**src/isc_pkg.sv**
```systemverilog
// Shared types and constants for the insertion sort engine.
// Depends on nothing; every other file refers to it by scoped names.
package isc_pkg;

    // Number of cells in the chain, which is the largest run that is kept.
    localparam int unsigned DEPTH = 16;
    localparam int unsigned VALUE_W = 32;

    // One input transfer.
    typedef struct packed {
        logic signed [VALUE_W-1:0] value;
        logic                      last;
    } t_in_item;

    // One result transfer.
    typedef struct packed {
        logic signed [VALUE_W-1:0] sorted_value;
        logic                      run_end;
        logic                      overflow;
    } t_out_item;

    // Per-cycle command that the control broadcasts to every cell.
    typedef struct packed {
        logic insert;   // place the broadcast value into the list
        logic shift;    // every cell takes its right neighbor's entry
    } t_cell_ctrl;

endpackage

```
**src/isc_cell.sv**
```systemverilog
// One cell of the insertion chain: a valid bit and one list entry.
// Depends on isc_pkg.
module isc_cell (
    input  logic                                 i_clk,
    input  logic                                 i_rst_n,
    input  isc_pkg::t_cell_ctrl                  i_ctrl,
    input  logic signed [isc_pkg::VALUE_W-1:0]   i_ins_value,
    input  logic                                 i_left_valid,
    input  logic                                 i_left_gt,
    input  logic signed [isc_pkg::VALUE_W-1:0]   i_left_value,
    input  logic                                 i_right_valid,
    input  logic signed [isc_pkg::VALUE_W-1:0]   i_right_value,
    output logic                                 o_valid,
    output logic                                 o_gt,
    output logic signed [isc_pkg::VALUE_W-1:0]   o_value
);

    logic                               r_valid;
    logic                               n_valid;
    logic signed [isc_pkg::VALUE_W-1:0] r_value;
    logic signed [isc_pkg::VALUE_W-1:0] n_value;
    logic                               gt;

    // Strictly greater, so an equal value lands above its equals.
    assign gt = r_valid && (r_value > i_ins_value);

    always_comb begin
        n_valid = r_valid;
        n_value = r_value;
        if (i_ctrl.shift) begin
            n_valid = i_right_valid;
            n_value = i_right_value;
        end else if (i_ctrl.insert) begin
            if (gt || (!r_valid && i_left_valid)) begin
                n_valid = 1'b1;
                if (i_left_gt) begin
                    n_value = i_left_value;
                end else begin
                    n_value = i_ins_value;
                end
            end
        end
    end

    always_ff @(posedge i_clk) begin
        if (!i_rst_n) begin
            r_valid <= 1'b0;
        end else begin
            r_valid <= n_valid;
        end
        r_value <= n_value;
    end

    assign o_valid = r_valid;
    assign o_gt    = gt;
    assign o_value = r_value;

endmodule

```
**src/insertion_sort_engine.sv**
```systemverilog
// Top level of the insertion sort engine: the cell chain and its control.
// Depends on isc_pkg and isc_cell.
//
//  Channel | Direction | Handshake                 | Payload
//  --------+-----------+---------------------------+----------------------------
//  input   | in        | i_in_valid / o_in_ready   | i_in_data  (isc_pkg::t_in_item)
//  output  | out       | o_out_valid / i_out_ready | o_out_data (isc_pkg::t_out_item)
//
// While a run is being collected, one input transfer is taken every cycle; the
// broadcast compare in all cells at once sets that figure.
// A transfer marked last closes the run: the next cycle starts draining the
// chain through cell 0, one result per cycle while the output side takes them,
// and new input is taken again once the last kept entry has left cell 0.
// Output stalls simply pause the drain; input is not taken while draining.
// Reset (synchronous, active low) empties the chain and the output register.
module insertion_sort_engine (
    input  logic               i_clk,
    input  logic               i_rst_n,
    input  logic               i_in_valid,
    output logic               o_in_ready,
    input  isc_pkg::t_in_item  i_in_data,
    output logic               o_out_valid,
    input  logic               i_out_ready,
    output isc_pkg::t_out_item o_out_data
);

    localparam int unsigned D = isc_pkg::DEPTH;

    // Chain taps, one per cell.
    logic                               c_valid [D];
    logic                               c_gt    [D];
    logic signed [isc_pkg::VALUE_W-1:0] c_value [D];

    isc_pkg::t_cell_ctrl ctrl;

    // Control registers.
    logic r_draining, n_draining;
    logic r_dropped,  n_dropped;
    logic r_out_valid, n_out_valid;
    isc_pkg::t_out_item r_out, n_out;

    logic accept_in;
    logic full;

    assign o_in_ready = !r_draining;
    assign accept_in  = i_in_valid && o_in_ready;

    // The list fills from cell 0 upward, so the top cell tells whether it is full.
    assign full = c_valid[D-1];

    // While draining, the chain moves down whenever the output register is free
    // or its result is taken in this cycle.
    assign ctrl.insert = accept_in && !full;
    assign ctrl.shift  = r_draining && (!r_out_valid || i_out_ready);

    genvar g;
    generate
        for (g = 0; g < D; g++) begin : g_cell
            logic                               left_valid;
            logic                               left_gt;
            logic signed [isc_pkg::VALUE_W-1:0] left_value;
            logic                               right_valid;
            logic signed [isc_pkg::VALUE_W-1:0] right_value;

            // Cell 0 sees a boundary that always lets the new value in.
            if (g == 0) begin : g_left_edge
                assign left_valid = 1'b1;
                assign left_gt    = 1'b0;
                assign left_value = i_in_data.value;
            end else begin : g_left_link
                assign left_valid = c_valid[g-1];
                assign left_gt    = c_gt[g-1];
                assign left_value = c_value[g-1];
            end

            // The top cell empties itself when the chain moves down.
            if (g == D - 1) begin : g_right_edge
                assign right_valid = 1'b0;
                assign right_value = c_value[g];
            end else begin : g_right_link
                assign right_valid = c_valid[g+1];
                assign right_value = c_value[g+1];
            end

            isc_cell u_cell (
                .i_clk         (i_clk),
                .i_rst_n       (i_rst_n),
                .i_ctrl        (ctrl),
                .i_ins_value   (i_in_data.value),
                .i_left_valid  (left_valid),
                .i_left_gt     (left_gt),
                .i_left_value  (left_value),
                .i_right_valid (right_valid),
                .i_right_value (right_value),
                .o_valid       (c_valid[g]),
                .o_gt          (c_gt[g]),
                .o_value       (c_value[g])
            );
        end
    endgenerate

    always_comb begin
        n_draining  = r_draining;
        n_dropped   = r_dropped;
        n_out_valid = r_out_valid;
        n_out       = r_out;

        // A value that finds the list full is lost, and the run is flagged.
        if (accept_in && full) begin
            n_dropped = 1'b1;
        end
        if (accept_in && i_in_data.last) begin
            n_draining = 1'b1;
        end

        if (i_out_ready) begin
            n_out_valid = 1'b0;
        end

        // Cell 0 holds the smallest remaining entry; when cell 1 is empty it
        // is the last one of the run, and the run state returns to empty.
        if (ctrl.shift) begin
            n_out_valid        = 1'b1;
            n_out.sorted_value = c_value[0];
            n_out.run_end      = !c_valid[1];
            n_out.overflow     = r_dropped;
            if (!c_valid[1]) begin
                n_draining = 1'b0;
                n_dropped  = 1'b0;
            end
        end
    end

    always_ff @(posedge i_clk) begin
        if (!i_rst_n) begin
            r_draining  <= 1'b0;
            r_dropped   <= 1'b0;
            r_out_valid <= 1'b0;
        end else begin
            r_draining  <= n_draining;
            r_dropped   <= n_dropped;
            r_out_valid <= n_out_valid;
        end
        r_out <= n_out;
    end

    assign o_out_valid = r_out_valid;
    assign o_out_data  = r_out;

endmodule
```
**config.mk**
```make
export PLATFORM = sky130hd
export DESIGN_NAME = insertion_sort_engine
export DESIGN_NICKNAME = d
export VERILOG_FILES = /design/src/isc_pkg.sv /design/src/isc_cell.sv /design/src/insertion_sort_engine.sv
export SDC_FILE = /design/constraint.sdc
export NUM_CORES = 2
export LEC_CHECK = 0
export BUFFER_PORTS_ARGS = -buffer_cell sky130_fd_sc_hd__buf_2
export CAP_MARGIN = 30
export CORE_UTILIZATION = 40
export CTS_CLUSTER_DIAMETER = 30
export CTS_CLUSTER_SIZE = 24
export DETAILED_ROUTE_END_ITERATION = 8
export HOLD_SLACK_MARGIN = 0.12
export PLACE_DENSITY = 0.59
export SLEW_MARGIN = 30
export SYNTH_ARGS = -nofsm -noshare
export SYNTH_HDL_FRONTEND = slang
export SYNTH_SLANG_ARGS = --single-unit
```
**constraint.sdc**
```tcl
create_clock -name i_clk -period 6.8 [get_ports i_clk]
set_input_delay 1.36 -clock i_clk [delete_from_list [all_inputs] [get_ports i_clk]]
set_output_delay 1.36 -clock i_clk [all_outputs]
set_load 0.02 [all_outputs]
```
Word-level counts from Yosys, hierarchy flattened
Index checks and enable logic that the tools add are counted.
{ "word_totals": {"register_bits": 565, "in_bits": 37, "out_inout_bits": 36, "wordCells": 275} }
{ "op_classes": {"magnitude_cmp": 16, "muxes": 113, "n_bitwise": 2, "n_reduce_logical": 106} }
{ "ops": {"columns": ["operator", "count"], "rows": [
  ["2-to-1 mux 32 bit", 60],
  ["> comparator 32 bit", 16],
  ["2-to-1 mux 1 bit", 53],
  ["logical AND 1 bit", 36],
  ["nonzero test 2 bit", 17],
  ["AND reduction 2 bit", 16],
  ["zero test 1 bit", 18],
  ["logical OR 1 bit", 17],
  ["AND reduction 3 bit", 1],
  ["inverter 1 bit", 2],
  ["OR reduction 2 bit", 1]
]} }

Depth between registers and ports, before layout
{ "depth": {"ltp_word": 6, "mapped_depth": 12, "ltp_nobuf": 10} }

Modules after synthesis
From an unflattened synthesis, not the netlist that was laid out.
{ "hier_totals": {"hier_cells": 4228, "hier_area_um2": 41188.3} }
{ "modules_own_cells": {"columns": ["module", "instances", "cells_per_inst", "area_each_um2", "seq_area_each_um2"], "rows": [
  ["isc_cell", 16, 261, 2501.1, 980.9],
  ["insertion_sort_engine", 1, 52, 1169.9, 1081.0]
]} }

Worst setup path before layout
OpenSTA, ideal clock, no wires.
{ "synth_path": {"path_type": "input-to-reg", "startpoint": "input port i_in_data[26] (netlist name)", "endpoint": "register g_cell[2].u_cell.r_value, in the netlist g_cell[2].u_cell.o_value[0] (enable)", "arrival_time_ps": 5692, "slack_ps": 643, "cell_stages": 11, "n_path_buf": 1, "cell_sequence": "inv_1 -> ha_1 -> a21o_1 -> a221o_1 -> a221oi_1 -> o21ai_0 -> a21oi_1 -> mux2i_1 -> buf_2 -> a21oi_1 -> o21ai_0"} }
{ "synth_via": {"elab_chain_len": 5} }
{ "synth_lines": {"columns": ["item", "line", "text"], "rows": [
  ["from (decl)", "insertion_sort_engine.sv:21", "input isc_pkg::t_in_item i_in_data,"],
  ["> comparator 32 bit", "isc_cell.sv:25", "assign gt = r_valid && (r_value > i_ins_value);"],
  ["logical AND 1 bit", "isc_cell.sv:25", null],
  ["logical OR 1 bit", "isc_cell.sv:34", "if (gt || (!r_valid && i_left_valid)) begin"],
  ["nonzero test 2 bit (no line)", null, null],
  ["AND reduction 2 bit (no line)", null, null],
  ["to (signal assigned)", "isc_cell.sv:51", "r_value <= n_value;"],
  ["to (decl)", "isc_cell.sv:20", "logic signed [isc_pkg::VALUE_W-1:0] r_value;"]
]} }
No other way between the ends.
A chain may end at the register's enable or synchronous reset.

Worst setup path in the final report
{ "layout_path": {"startpoint": "input port i_in_data[8] (netlist name)", "endpoint": "register g_cell[13].u_cell.r_value, in the netlist g_cell[13].u_cell.o_value[24] (data pin)"} }
{ "layout_via": {"elab_chain_len": 6} }
{ "layout_lines": {"columns": ["item", "line", "text"], "rows": [
  ["> comparator 32 bit", "isc_cell.sv:25", null],
  ["logical AND 1 bit", "isc_cell.sv:25", null],
  ["2-to-1 mux 32 bit", "isc_cell.sv:36", "if (i_left_gt) begin"],
  ["2-to-1 mux 32 bit", "isc_cell.sv:34", null],
  ["2-to-1 mux 32 bit", "isc_cell.sv:33", "end else if (i_ctrl.insert) begin"],
  ["2-to-1 mux 32 bit", "isc_cell.sv:30", "if (i_ctrl.shift) begin"],
  ["via g_cell[13].u_cell.n_value, one bit", "isc_cell.sv:21", "logic signed [isc_pkg::VALUE_W-1:0] n_value;"],
  ["to (signal assigned)", "isc_cell.sv:51", null],
  ["to (decl)", "isc_cell.sv:20", null]
]} }
The timed path passes the listed nets, and every way through them passes these cells. The select of a mux whose other input is x is not followed.

==> key figures <==
Timing
  • RSZ-0062 raised after global routing: no
  • Final setup viols: 0
  • Final setup TNS: 0 ns
  • Final Max Tran Viols: 0
  • Setup WS post-layout: 2.17 ns
  • Min cycle time layout: 4.63 ns
  • Fin. Hold Viols: 0
  • Relative slew slack: 0.382
  • Final clock period utilization by the worst path: 0.681
  • Slew of the pin with the lowest slew margin: 0.919 ns
  • Fmax: 216 MHz
  • Clock skew: 0.0355 ns
  • Final Hold Slack: 0.434 ns

Clocking
  • Clk buf depth: 3
  • Root Buffer: clkbuf_16
  • Worst-path clk slew: 0.04 ns
  • CTS Hold Bufs: 0
  • Worst-Skew Late Latency: 0.74 ns
  • Post-CTS setup buffers: 0
  • Post_cts resized: 0
  • Clock sinks: 565
  • CTS tree: built
  • Total clock buffers created by CTS: 150
  • H-Tree Depth: 4

Run status
  • Outcome: finished, final reports clean

Finish
  • Commonest non-fill, non-tap cell in the layout: nand2_1
  • Ant. Diodes: 0
  • Final Util: 0.476
  • # nets final: 4397
  • Share of post-route cells with drive strength above 1: 0.102
  • Most frequent cells in the layout: nand2_1 (593), edfxtp_1 (546), ha_1 (479)
  • Area Overhead vs Synth: 18.0%

Synth
  • Synthesized area: 0.0384 sq mm
  • Post-synth EDFFs: 546
  • Synth unique cells: 60
  • Post-synth top area share: 0.427
  • Yosys warns: 0
  • Synth area leaders: edfxtp_1 (43%), ha_1 (16%), o211ai_1 (7.8%)
  • Area leader, netlist: edfxtp_1
  • Synth Flop Type: edfxtp_1
  • Sequential area share after synthesis: 0.437
  • Post-synthesis cell count: between 3000 and 4000
  • Ys async rst share: 0
  • Synthesis-stage register bit count: 565
  • Syn_area_per_cell: 9.89 sq um
  • Mapped Nets: 4395

Placed design
  • Placer Congestion: 0.849
  • Place WS: 1.42 ns
  • Hpwl dp: 80.8 mm
  • I/O Buffers: between 70 and 80

Detailed routing
  • DRC Markers: 0
  • Routed len/inst: approximately 21 um
  • DRT Pass-1 Iters: 7
  • Via Count: 31800
  • Routed wire length: 113 mm
  • Drt initial violations: 2947
  • Vias per cell: approximately 6
  • Routed Antenna Nets: 0

Setup path
  • CP Launch Type: input pin
  • Max Fanout on Critical Path: 64
  • Critical Path RT: 7.35 ns
  • CP endpoint kind: flip-flop
  • Arrival time at the worst endpoint: 5.18 ns
  • Setup Crit Path Kind: in2reg
  • FF-to-FF setup slack: 3.01 ns

Pwr
  • Clock share of power: 0.500
  • Sequential share of power: 0.327
  • Pwr Total: 0.0148 W
  • Switching part of the total power: 0.288
  • Switching power: 0.00426 W
  • Internal power: approximately 0.011 W
  • Pwr dens: 327 mW/mm^2
  • Worst IR drop on VDD: about 0.00026 V
  • Leakage: around 17 nW
  • Gate power share: 0.173

GRT
  • Largest net degree at the start of global routing: 162
  • First-pass GRT wire length: about 180 mm
  • GRT Total Usage: 0.230
  • Grt ovf: 0
  • Vias in the first global route: 30600
  • Initial antenna violation count: 4

Floorplanning
  • Initial Util: 0.404
  • Die width: 312 um
  • Core Area: roughly 0.095 sq mm
  • Number of cell rows: 113
  • Die Y-Extent: 312 um
  • Die area: 0.0972 sq mm
  • I/O pin total: 73

Hold path
  • Worst hold path type: reg2reg

Flow run
  • Number of max-cap violations: 0
==> registers in the layout (all words and copies together) (netlist names) <==
name,cells
g_cell.u_cell.o_value,512
o_out_data,34
g_cell.u_cell.o_valid,16
o_out_valid,1
r_draining,1
r_dropped,1
==> routing by layer <==
| metal | vias to the layer above | global-route usage | wire length, um |
|---|---|---|---|
| met2 | 1134 | 0.342 | 49000 |
| met1 | 15300 | 0.338 | 54000 |
| li1 | 15200 | - | - |
| met3 | 182 | 0.0393 | 7430 |
| met5 | - | 0 | 47 |
| met4 | 8 | 0.0717 | 2740 |
==> power by group through the flow <==
stage	Combinational [W]	Clock [W]	Sequential [W]
after floorplan	0.00182	0	0.00476
after global placement	0.00246	0	0.00488
after detailed placement	0.00254	0	0.00488
after CTS	0.00255	0.00748	0.00482
after global routing	0.00286	0.00767	0.00488
final	0.00256	0.00741	0.00484
==> worst max-delay path, cell delays in order <==
cell      delay [ns]
buf_2           0.18
inv_1           0.52
ha_1            0.37
a21oi_1         0.16
o21ai_0         0.15
a221oi_1        0.47
o211ai_1        0.19
a211oi_1        0.47
mux2i_4         0.31
buf_4           0.60
nand3_1         0.20
o211ai_1        0.15
==> worst paths after layout <==
path | cells after the start | endpoint | from
setup / recovery | 12 | g_cell[13].u_cell.o_value[24]$_DFFE_PP_ | i_in_data[8]
hold / removal | 0 | o_out_data[0]$_DFFE_PP_ | r_dropped$_SDFF_PN0_
setup reg to reg | 9 | g_cell[7].u_cell.o_value[27]$_DFFE_PP_ | g_cell[6].u_cell.o_value[31]$_DFFE_PP_
hold reg to reg | 0 | o_out_data[0]$_DFFE_PP_ | r_dropped$_SDFF_PN0_
==> metrics by stage <==
step                cells  instance area [sq um]
detailed placement   4993                  40000
global route         5272                  45300
global placement     4992                  39900
finish               5272                  45300
floorplan            3878                  38400
CTS                  5272                  45300
==> cell usage after synthesis, types with 25 or more instances <==
library cell / count
nand2_1: 594
edfxtp_1: 546
ha_1: 480
nand3_1: 467
o211ai_1: 399
a21oi_1: 308
clkbuf_1: 164
nand4_1: 91
o21ai_0: 83
inv_1: 82
nor2_1: 80
buf_1: 75
mux2i_1: 74
a21o_1: 59
nand2b_1: 40
a41oi_1: 32
nand4b_1: 32
o2111ai_1: 32
buf_2: 25
==> cell families (layout without fill, tap and decap cells) <==
kind of cell    Yosys count  in the layout  synth area share
compound gates         1002           1002             0.176
fa+ha+maj               480            480             0.157
buf+inv                 359            488            0.0374
flops                   565            565             0.437
mux                      76             76            0.0202
simple gates           1396           1396             0.172
==> final cells by class <==
cell class,count,area (sq um)
fillers,8745,49700
clock inverters,102,1340
well taps,1265,1580
repair buffers,126,852
clock buffers,177,3950
inverters,83,324
flip-flops and latches,565,16800
multi-input cells,2954,20400
Power figures use the tool's default switching activity.
